===== src/rtl/lss_pkg.sv =====
// Shared types and constants for the LIFO stack with search.
// Used by lifo_stack_with_search_core; no dependencies.
package lss_pkg;

  localparam int DEPTH_DEF      = 16;
  localparam int ELEM_WIDTH_DEF = 32;

  localparam int VALUE_W      = 32;
  localparam int COUNT_W      = 5;
  localparam int INDEX_W      = 4;
  localparam int IN_TDATA_W   = 32;
  localparam int IN_TUSER_W   = 2;
  localparam int OUT_TDATA_W  = 80;
  localparam int OUT_TUSER_W  = 2;

  typedef enum logic [1:0] {
    OP_PUSH = 2'd0,
    OP_POP  = 2'd1,
    OP_FIND = 2'd2
  } op_t;

  typedef enum logic [1:0] {
    ST_OK        = 2'd0,
    ST_OVERFLOW  = 2'd1,
    ST_UNDERFLOW = 2'd2
  } status_t;

  typedef enum logic [1:0] {
    S_IDLE,
    S_POP_WAIT,
    S_FIND,
    S_HOLD
  } state_t;

  typedef struct packed {
    status_t              status;
    logic [VALUE_W-1:0]   popped_value;
    logic [VALUE_W-1:0]   top_value;
    logic [COUNT_W-1:0]   entry_count;
    logic                 is_empty;
    logic                 found;
    logic [INDEX_W-1:0]   found_index;
  } res_t;

endpackage


===== src/rtl/lifo_stack_with_search_core.sv =====
// Top level of the bounded LIFO stack with search.
// Depends on lss_pkg and lss_ram.
//
// One request is worked on at a time; in_tready is high while the block is idle.
// The stack lives in a single-port-read synchronous RAM, with the top entry
// mirrored in a register. Push, no-op, overflow, underflow and the pop of the
// last entry finish in the cycle the request is taken, with no RAM read. Any
// other pop passes through S_POP_WAIT, as the new top is read from the RAM. A
// find scans the RAM from the bottom, one entry per cycle on the single read
// port, and stops at the first match or after the top entry; a find on an
// empty stack finishes without a scan. A finished result that cannot enter a
// busy output register waits in a hold register, and no request is taken until
// it moves on; a request is taken while a result waits in the output register.
module lifo_stack_with_search_core #(
  parameter int DEPTH      = lss_pkg::DEPTH_DEF,
  parameter int ELEM_WIDTH = lss_pkg::ELEM_WIDTH_DEF
) (
  input  logic                            clk,
  input  logic                            rst_n,
  input  logic                            in_tvalid,
  output logic                            in_tready,
  input  logic [lss_pkg::IN_TDATA_W-1:0]  in_tdata,   // value
  input  logic [lss_pkg::IN_TUSER_W-1:0]  in_tuser,   // operation
  output logic                            out_tvalid,
  input  logic                            out_tready,
  // popped_value, top_value, entry_count, is_empty, found, found_index, zero pad
  output logic [lss_pkg::OUT_TDATA_W-1:0] out_tdata,
  output logic [lss_pkg::OUT_TUSER_W-1:0] out_tuser   // status
);
  import lss_pkg::*;

  localparam int AW = $clog2(DEPTH);
  localparam int CW = $clog2(DEPTH + 1);

  typedef logic [ELEM_WIDTH-1:0] elem_t;

  state_t           state_r, state_nxt;
  logic [CW-1:0]    count_r, count_nxt;
  elem_t            top_r, top_nxt;
  elem_t            val_r, val_nxt;
  logic [AW-1:0]    chk_r, chk_nxt;
  res_t             out_r, out_nxt;
  logic             out_valid_r, out_valid_nxt;
  res_t             hold_r, hold_nxt;

  logic             wr_en, rd_en;
  logic [AW-1:0]    wr_addr, rd_addr;
  elem_t            wr_data, rd_data;

  logic             in_acc, out_free, fin_valid;
  res_t             fin;
  op_t              op;
  elem_t            in_val;
  logic [CW-1:0]    cnt_dec, chk_inc;

  function automatic res_t mk_res(status_t st, elem_t popped, elem_t top,
                                  logic [CW-1:0] cnt, logic fnd, logic [AW-1:0] idx);
    res_t r;
    r.status       = st;
    r.popped_value = VALUE_W'(popped);
    r.top_value    = (cnt == '0) ? '0 : VALUE_W'(top);
    r.entry_count  = COUNT_W'(cnt);
    r.is_empty     = (cnt == '0);
    r.found        = fnd;
    r.found_index  = INDEX_W'(idx);
    return r;
  endfunction

  lss_ram #(
    .DEPTH      (DEPTH),
    .ELEM_WIDTH (ELEM_WIDTH)
  ) u_ram (
    .clk     (clk),
    .wr_en   (wr_en),
    .wr_addr (wr_addr),
    .wr_data (wr_data),
    .rd_en   (rd_en),
    .rd_addr (rd_addr),
    .rd_data (rd_data)
  );

  assign in_tready = (state_r == S_IDLE);
  assign in_acc    = in_tvalid && in_tready;
  assign out_free  = !out_valid_r || out_tready;
  assign op        = op_t'(in_tuser);
  assign in_val    = elem_t'(in_tdata);
  assign cnt_dec   = count_r - CW'(1);
  assign chk_inc   = CW'(chk_r) + CW'(1);

  always_comb begin
    state_nxt     = state_r;
    count_nxt     = count_r;
    top_nxt       = top_r;
    val_nxt       = val_r;
    chk_nxt       = chk_r;
    out_nxt       = out_r;
    out_valid_nxt = out_valid_r && !out_tready;
    hold_nxt      = hold_r;
    wr_en         = 1'b0;
    wr_addr       = count_r[AW-1:0];
    wr_data       = in_val;
    rd_en         = 1'b0;
    rd_addr       = '0;
    fin_valid     = 1'b0;
    fin           = mk_res(ST_OK, '0, top_r, count_r, 1'b0, '0);

    unique case (state_r)
      S_IDLE: begin
        if (in_acc) begin
          unique case (op)
            OP_PUSH: begin
              fin_valid = 1'b1;
              if (count_r == CW'(DEPTH)) begin
                fin = mk_res(ST_OVERFLOW, '0, top_r, count_r, 1'b0, '0);
              end else begin
                wr_en     = 1'b1;
                top_nxt   = in_val;
                count_nxt = count_r + CW'(1);
                fin       = mk_res(ST_OK, '0, in_val, count_r + CW'(1), 1'b0, '0);
              end
            end
            OP_POP: begin
              if (count_r == '0) begin
                fin_valid = 1'b1;
                fin       = mk_res(ST_UNDERFLOW, '0, '0, count_r, 1'b0, '0);
              end else begin
                count_nxt = cnt_dec;
                if (cnt_dec == '0) begin
                  fin_valid = 1'b1;
                  fin       = mk_res(ST_OK, top_r, '0, cnt_dec, 1'b0, '0);
                end else begin
                  rd_en     = 1'b1;
                  rd_addr   = AW'(cnt_dec - CW'(1));
                  val_nxt   = top_r;
                  state_nxt = S_POP_WAIT;
                end
              end
            end
            OP_FIND: begin
              if (count_r == '0) begin
                fin_valid = 1'b1;
              end else begin
                rd_en     = 1'b1;
                rd_addr   = '0;
                val_nxt   = in_val;
                chk_nxt   = '0;
                state_nxt = S_FIND;
              end
            end
            default: begin
              fin_valid = 1'b1;
            end
          endcase
        end
      end
      S_POP_WAIT: begin
        top_nxt   = rd_data;
        fin_valid = 1'b1;
        fin       = mk_res(ST_OK, val_r, rd_data, count_r, 1'b0, '0);
      end
      S_FIND: begin
        if (rd_data == val_r) begin
          fin_valid = 1'b1;
          fin       = mk_res(ST_OK, '0, top_r, count_r, 1'b1, chk_r);
        end else if (chk_inc == count_r) begin
          fin_valid = 1'b1;
        end else begin
          rd_en   = 1'b1;
          rd_addr = AW'(chk_inc);
          chk_nxt = AW'(chk_inc);
        end
      end
      S_HOLD: begin
        if (out_free) begin
          out_nxt       = hold_r;
          out_valid_nxt = 1'b1;
          state_nxt     = S_IDLE;
        end
      end
    endcase

    if (fin_valid) begin
      if (out_free) begin
        out_nxt       = fin;
        out_valid_nxt = 1'b1;
        state_nxt     = S_IDLE;
      end else begin
        hold_nxt  = fin;
        state_nxt = S_HOLD;
      end
    end
  end

  always_ff @(posedge clk) begin
    if (!rst_n) begin
      state_r     <= S_IDLE;
      count_r     <= '0;
      out_valid_r <= 1'b0;
    end else begin
      state_r     <= state_nxt;
      count_r     <= count_nxt;
      out_valid_r <= out_valid_nxt;
    end
  end

  always_ff @(posedge clk) begin
    top_r  <= top_nxt;
    val_r  <= val_nxt;
    chk_r  <= chk_nxt;
    out_r  <= out_nxt;
    hold_r <= hold_nxt;
  end

  assign out_tvalid = out_valid_r;
  assign out_tuser  = out_r.status;
  assign out_tdata  = {5'b0, out_r.found_index, out_r.found, out_r.is_empty,
                       out_r.entry_count, out_r.top_value, out_r.popped_value};

  a_count_bound: assert property (@(posedge clk) disable iff (!rst_n)
    count_r <= CW'(DEPTH))
    else $error("entry count above depth");

  a_push_grows: assert property (@(posedge clk) disable iff (!rst_n)
    (in_acc && op == OP_PUSH && count_r != CW'(DEPTH)) |=>
      count_r == $past(count_r) + CW'(1))
    else $error("push did not grow the stack");

  a_hold_busy: assert property (@(posedge clk) disable iff (!rst_n)
    (state_r == S_HOLD) |-> out_valid_r)
    else $error("result held while output register free");

  a_scan_range: assert property (@(posedge clk) disable iff (!rst_n)
    (state_r == S_FIND) |-> (CW'(chk_r) < count_r))
    else $error("find scan past the top entry");

endmodule


===== src/rtl/lss_ram.sv =====
// Stack storage: one write port, one read port, registered read data.
// Depends on nothing beyond its parameters.
module lss_ram #(
  parameter int DEPTH      = 16,
  parameter int ELEM_WIDTH = 32
) (
  input  logic                             clk,
  input  logic                             wr_en,
  input  logic [$clog2(DEPTH)-1:0]         wr_addr,
  input  logic [ELEM_WIDTH-1:0]            wr_data,
  input  logic                             rd_en,
  input  logic [$clog2(DEPTH)-1:0]         rd_addr,
  output logic [ELEM_WIDTH-1:0]            rd_data
);

  logic [ELEM_WIDTH-1:0] mem [DEPTH];

  always_ff @(posedge clk) begin
    if (wr_en) begin
      mem[wr_addr] <= wr_data;
    end
  end

  always_ff @(posedge clk) begin
    if (rd_en) begin
      rd_data <= mem[rd_addr];
    end
  end

endmodule

===== config.mk =====
export PLATFORM = sky130hd
export DESIGN_NAME = lifo_stack_with_search_core
export DESIGN_NICKNAME = d
export VERILOG_FILES = /design/src/rtl/lss_pkg.sv /design/src/rtl/lifo_stack_with_search_core.sv /design/src/rtl/lss_ram.sv
export SDC_FILE = /design/constraint.sdc
export NUM_CORES = 1
export LEC_CHECK = 0
export BUFFER_PORTS_ARGS = -buffer_cell sky130_fd_sc_hd__buf_4
export CORE_MARGIN = 10
export CORE_UTILIZATION = 45
export DETAILED_ROUTE_END_ITERATION = 8
export MAX_ROUTING_LAYER = met4
export PLACE_DENSITY_LB_ADDON = 0.1
export SYNTH_ARGS = -nofsm -noshare
export SYNTH_HDL_FRONTEND = slang
export SYNTH_HIERARCHICAL = 1
export SYNTH_SLANG_ARGS = --single-unit

===== constraint.sdc =====
create_clock -name clk -period 17.1 [get_ports clk]
set_input_delay 1.71 -clock clk [delete_from_list [all_inputs] [get_ports clk]]
set_output_delay 1.71 -clock clk [all_outputs]
set_load 0.005 [all_outputs]

==> results.json <==
{
  "worst_pin_slew_ps": 1110,
  "clock_latency_ps": 640,
  "synth_area_um2": 31700,
  "yosys.area_share.simple": 0.0518,
  "fp.dieH_um": 286,
  "cp-start-kind": "input pin",
  "wl_met3_um": 5500,
  "synth_top_family_by_area": "multiplexers",
  "cts_inserted_buffers": 81,
  "synth-edff-count": 689,
  "syn_to_final_growth_pct": 14.8,
  "synth_area_leaders": "edfxtp_1 (65%), mux4_2 (9.1%), dfxtp_1 (5.4%)",
  "r2r_slack_ps": 11930,
  "dp_slack_ps": 11310,
  "dr.pass1.iters": 6,
  "cts-root-buf": "clkbuf_16",
  "grt_pass1_vias": 17897,
  "grt_usage": 0.207,
  "synthAdderAreaFrac": 0.00473,
  "finalSetupTns_ps": 0,
  "critPathKind": "in2reg",
  "die_area_um2": 81500,
  "hold_violations": 0,
  "synth_compound_area_frac": 0.0672,
  "finalWirelength_um": 83100,
  "highest_layer": "met4",
  "avgViaCountPerCell": 5.81,
  "hold_buffers": 0,
  "power_w": 0.00533,
  "drv_slew": 0,
  "drt-initial-drc-count": 1650,
  "wl_met1_um": 35700,
  "post_drt_wl_per_cell_um": 27.2,
  "grt_overflow": 0,
  "synth_seq_area_share": 0.706,
  "clk_pin_slew_worst_paths_ps": 60,
  "p_leak_nw": 12.6,
  "fin_crit_sh": 0.303,
  "status": "finished clean",
  "nNetsFinal": 2091,
  "post-dp-hpwl_um": 48500,
  "cts_max_path_buffers": 3,
  "post-cts-setup-buffers": 0,
  "drive_gt1_frac": 0.240,
  "std_cell_rows": 97,
  "die_w_um": 286,
  "vdd.ir_drop.worst_mv": 0.0680,
  "synth_flop_cell": "edfxtp_1",
  "worst_setup_path_end_kind": "flop",
  "synthDistinctLibCells": 74,
  "setup_slack_ps": 11920,
  "wl_met2_um": 39800,
  "ios": 122,
  "yosys.area.top_type_share": 0.652,
  "synth_mux_area_frac": 0.134,
  "layout_min_cycle_time_ps": 5180,
  "start_util": 0.454,
  "synth_xor_area_frac": 0.0126,
  "rsz0062_at_grt": "no",
  "path_max_fanout": 67,
  "portBuffers": 116,
  "antenna_found_initial": 3,
  "drtAntennaViolNets": 0,
  "cts_max_level": 3,
  "relSlewSlack": 0.262,
  "grt_pass1_wl_um": 122000,
  "cp.arrival_ps": 5550,
  "drc": 0,
  "maxCapViolations": 0,
  "coreArea_um2": 69900,
  "hp-class": "reg2reg",
  "gp_congestion": 0.865,
  "yosysWarnings": 6,
  "grt_max_degree": 71,
  "setup_viol": 0,
  "critPathRequiredTime_ps": 17470,
  "cts_tree": "done",
  "cellPowerDensity_nw_per_um2": 146,
  "clkSinkCount": 774,
  "netlist_instances": 1906,
  "cts_resized": 0,
  "clock.fmax_ghz": 0.193,
  "vias": 17746,
  "ys_seq_elements": 774,
  "syn_avg_cell_area_um2": 16.6,
  "finClkSkew_ps": 18.6,
  "yosys.area.top_type": "edfxtp_1",
  "async_flop_share": 0
}
-- kinds of logic after synthesis --
| family | count (synthesis) |
|---|---|
| XOR/XNOR | 44 |
| other | 1 |
| adder cells (fa/ha/maj) | 12 |
| multiplexers | 257 |
| AO/OA/AOI/OAI | 286 |
| flip-flops | 774 |
| AND/OR/NAND/NOR | 361 |
| buffers and inverters | 171 |
-- synthesized netlist by cell type (8+ instances only) --
cell / instances
mux2_2: 53
ha_1: 12
a21o_1: 8
a22oi_1: 99
nor2_1: 93
dfxtp_1: 85
mux4_2: 128
o22ai_1: 9
a22o_1: 15
o21ai_1: 8
nor4_1: 9
nor3_1: 19
nor2b_1: 13
o21ai_0: 26
edfxtp_1: 689
xor2_1: 36
nand2_1: 163
a221oi_1: 29
and2_1: 16
inv_1: 52
clkbuf_1: 56
buf_2: 28
a21oi_1: 29
buf_1: 17
nand2b_1: 8
a2bb2oi_1: 8
a222oi_1: 12
mux2i_1: 69
buf_4: 15
-- final timing paths --
kind,startpoint,cells past startpoint,to
worst max-delay path,in_tvalid,10,u_ram/rd_data[30]$_DFFE_PP_
worst min-delay path,out_tdata[56]$_DFF_P_,2,out_tdata[56]$_DFF_P_
worst max register to register,count_r[3]$_SDFFE_PN0P_,10,u_ram/rd_data[30]$_DFFE_PP_
worst min register to register,out_tdata[56]$_DFF_P_,2,out_tdata[56]$_DFF_P_
-- state kept, by name, indices dropped and copies added (netlist names) --
| register | cells |
|---|---|
| chk_r | 4 |
| out_tuser | 2 |
| u_ram/mem | 512 |
| state_r | 2 |
| count_r | 5 |
| u_ram/rd_data | 32 |
| top_r | 32 |
| hold_r | 77 |
| out_tvalid | 1 |
| val_r | 32 |
| out_tdata | 75 |
-- critical path, cell delays in order --
cell,delay (ps)
buf_4,140
or3b_1,550
nor2_1,250
nand3_1,200
o22ai_4,150
buf_4,830
buf_4,870
mux4_2,410
a22oi_1,240
nand2_1,90
-- layer usage --
metal  vias up  GRT usage
li1       7798          -
met1      9259      0.271
met2       573      0.324
met3       116     0.0404
met4         0     0.0688
met5         -          -
-- power breakdown --
part,switching [W],internal [W]
combinational,0.000685,0.000523
clock,0.000722,0.000981
sequential,0.000131,0.00229
total,0.00154,0.00379
-- per-stage QoR --
stage,instances,hold WS (ps),util,instance area (um^2)
2_1_floorplan,1910,457,-,31700
3_3_place_gp,2898,454,0.484,33800
3_5_place_dp,2898,454,0.484,33800
4_1_cts,3047,463,0.521,36400
5_1_grt,3050,494,0.521,36400
6_report,3052,464,0.521,36400
-- cell type report --
class	instances	area, um^2
Sequential cell	774	22400
Fill cell	5816	33500
Antenna cell	5	12.5
Clock inverter	32	348
Tap cell	940	1180
Inverter	52	195
Clock buffer	117	2240
Multi-Input combinational cell	965	8800
Timing Repair Buffer	167	1250
-- layout by cell type (no fill, tap or decap), types with 8 or more instances in the layout --
master     count
edfxtp_1     689
buf_4        167
nand2_1      162
mux4_2       128
a22oi_1       99
dfxtp_1       84
clkbuf_16     81
nor2_1        77
mux2i_1       69
mux2_2        53
inv_1         52
xor2_1        36
a21oi_1       29
a221oi_1      29
clkbuf_1      28
o21ai_0       25
and2_1        16
nor2_4        16
a22o_1        15
nor3_1        13
a222oi_1      12
clkinv_2      12
ha_1          11
nor2b_1       10
nor4_1         9
nand2b_1       8
o21ai_1        8
a21o_1         8
o22ai_1        8
a2bb2oi_1      8
clkinv_1       8
clkbuf_8       8
Note: power is estimated with default switching activity, not from simulation.
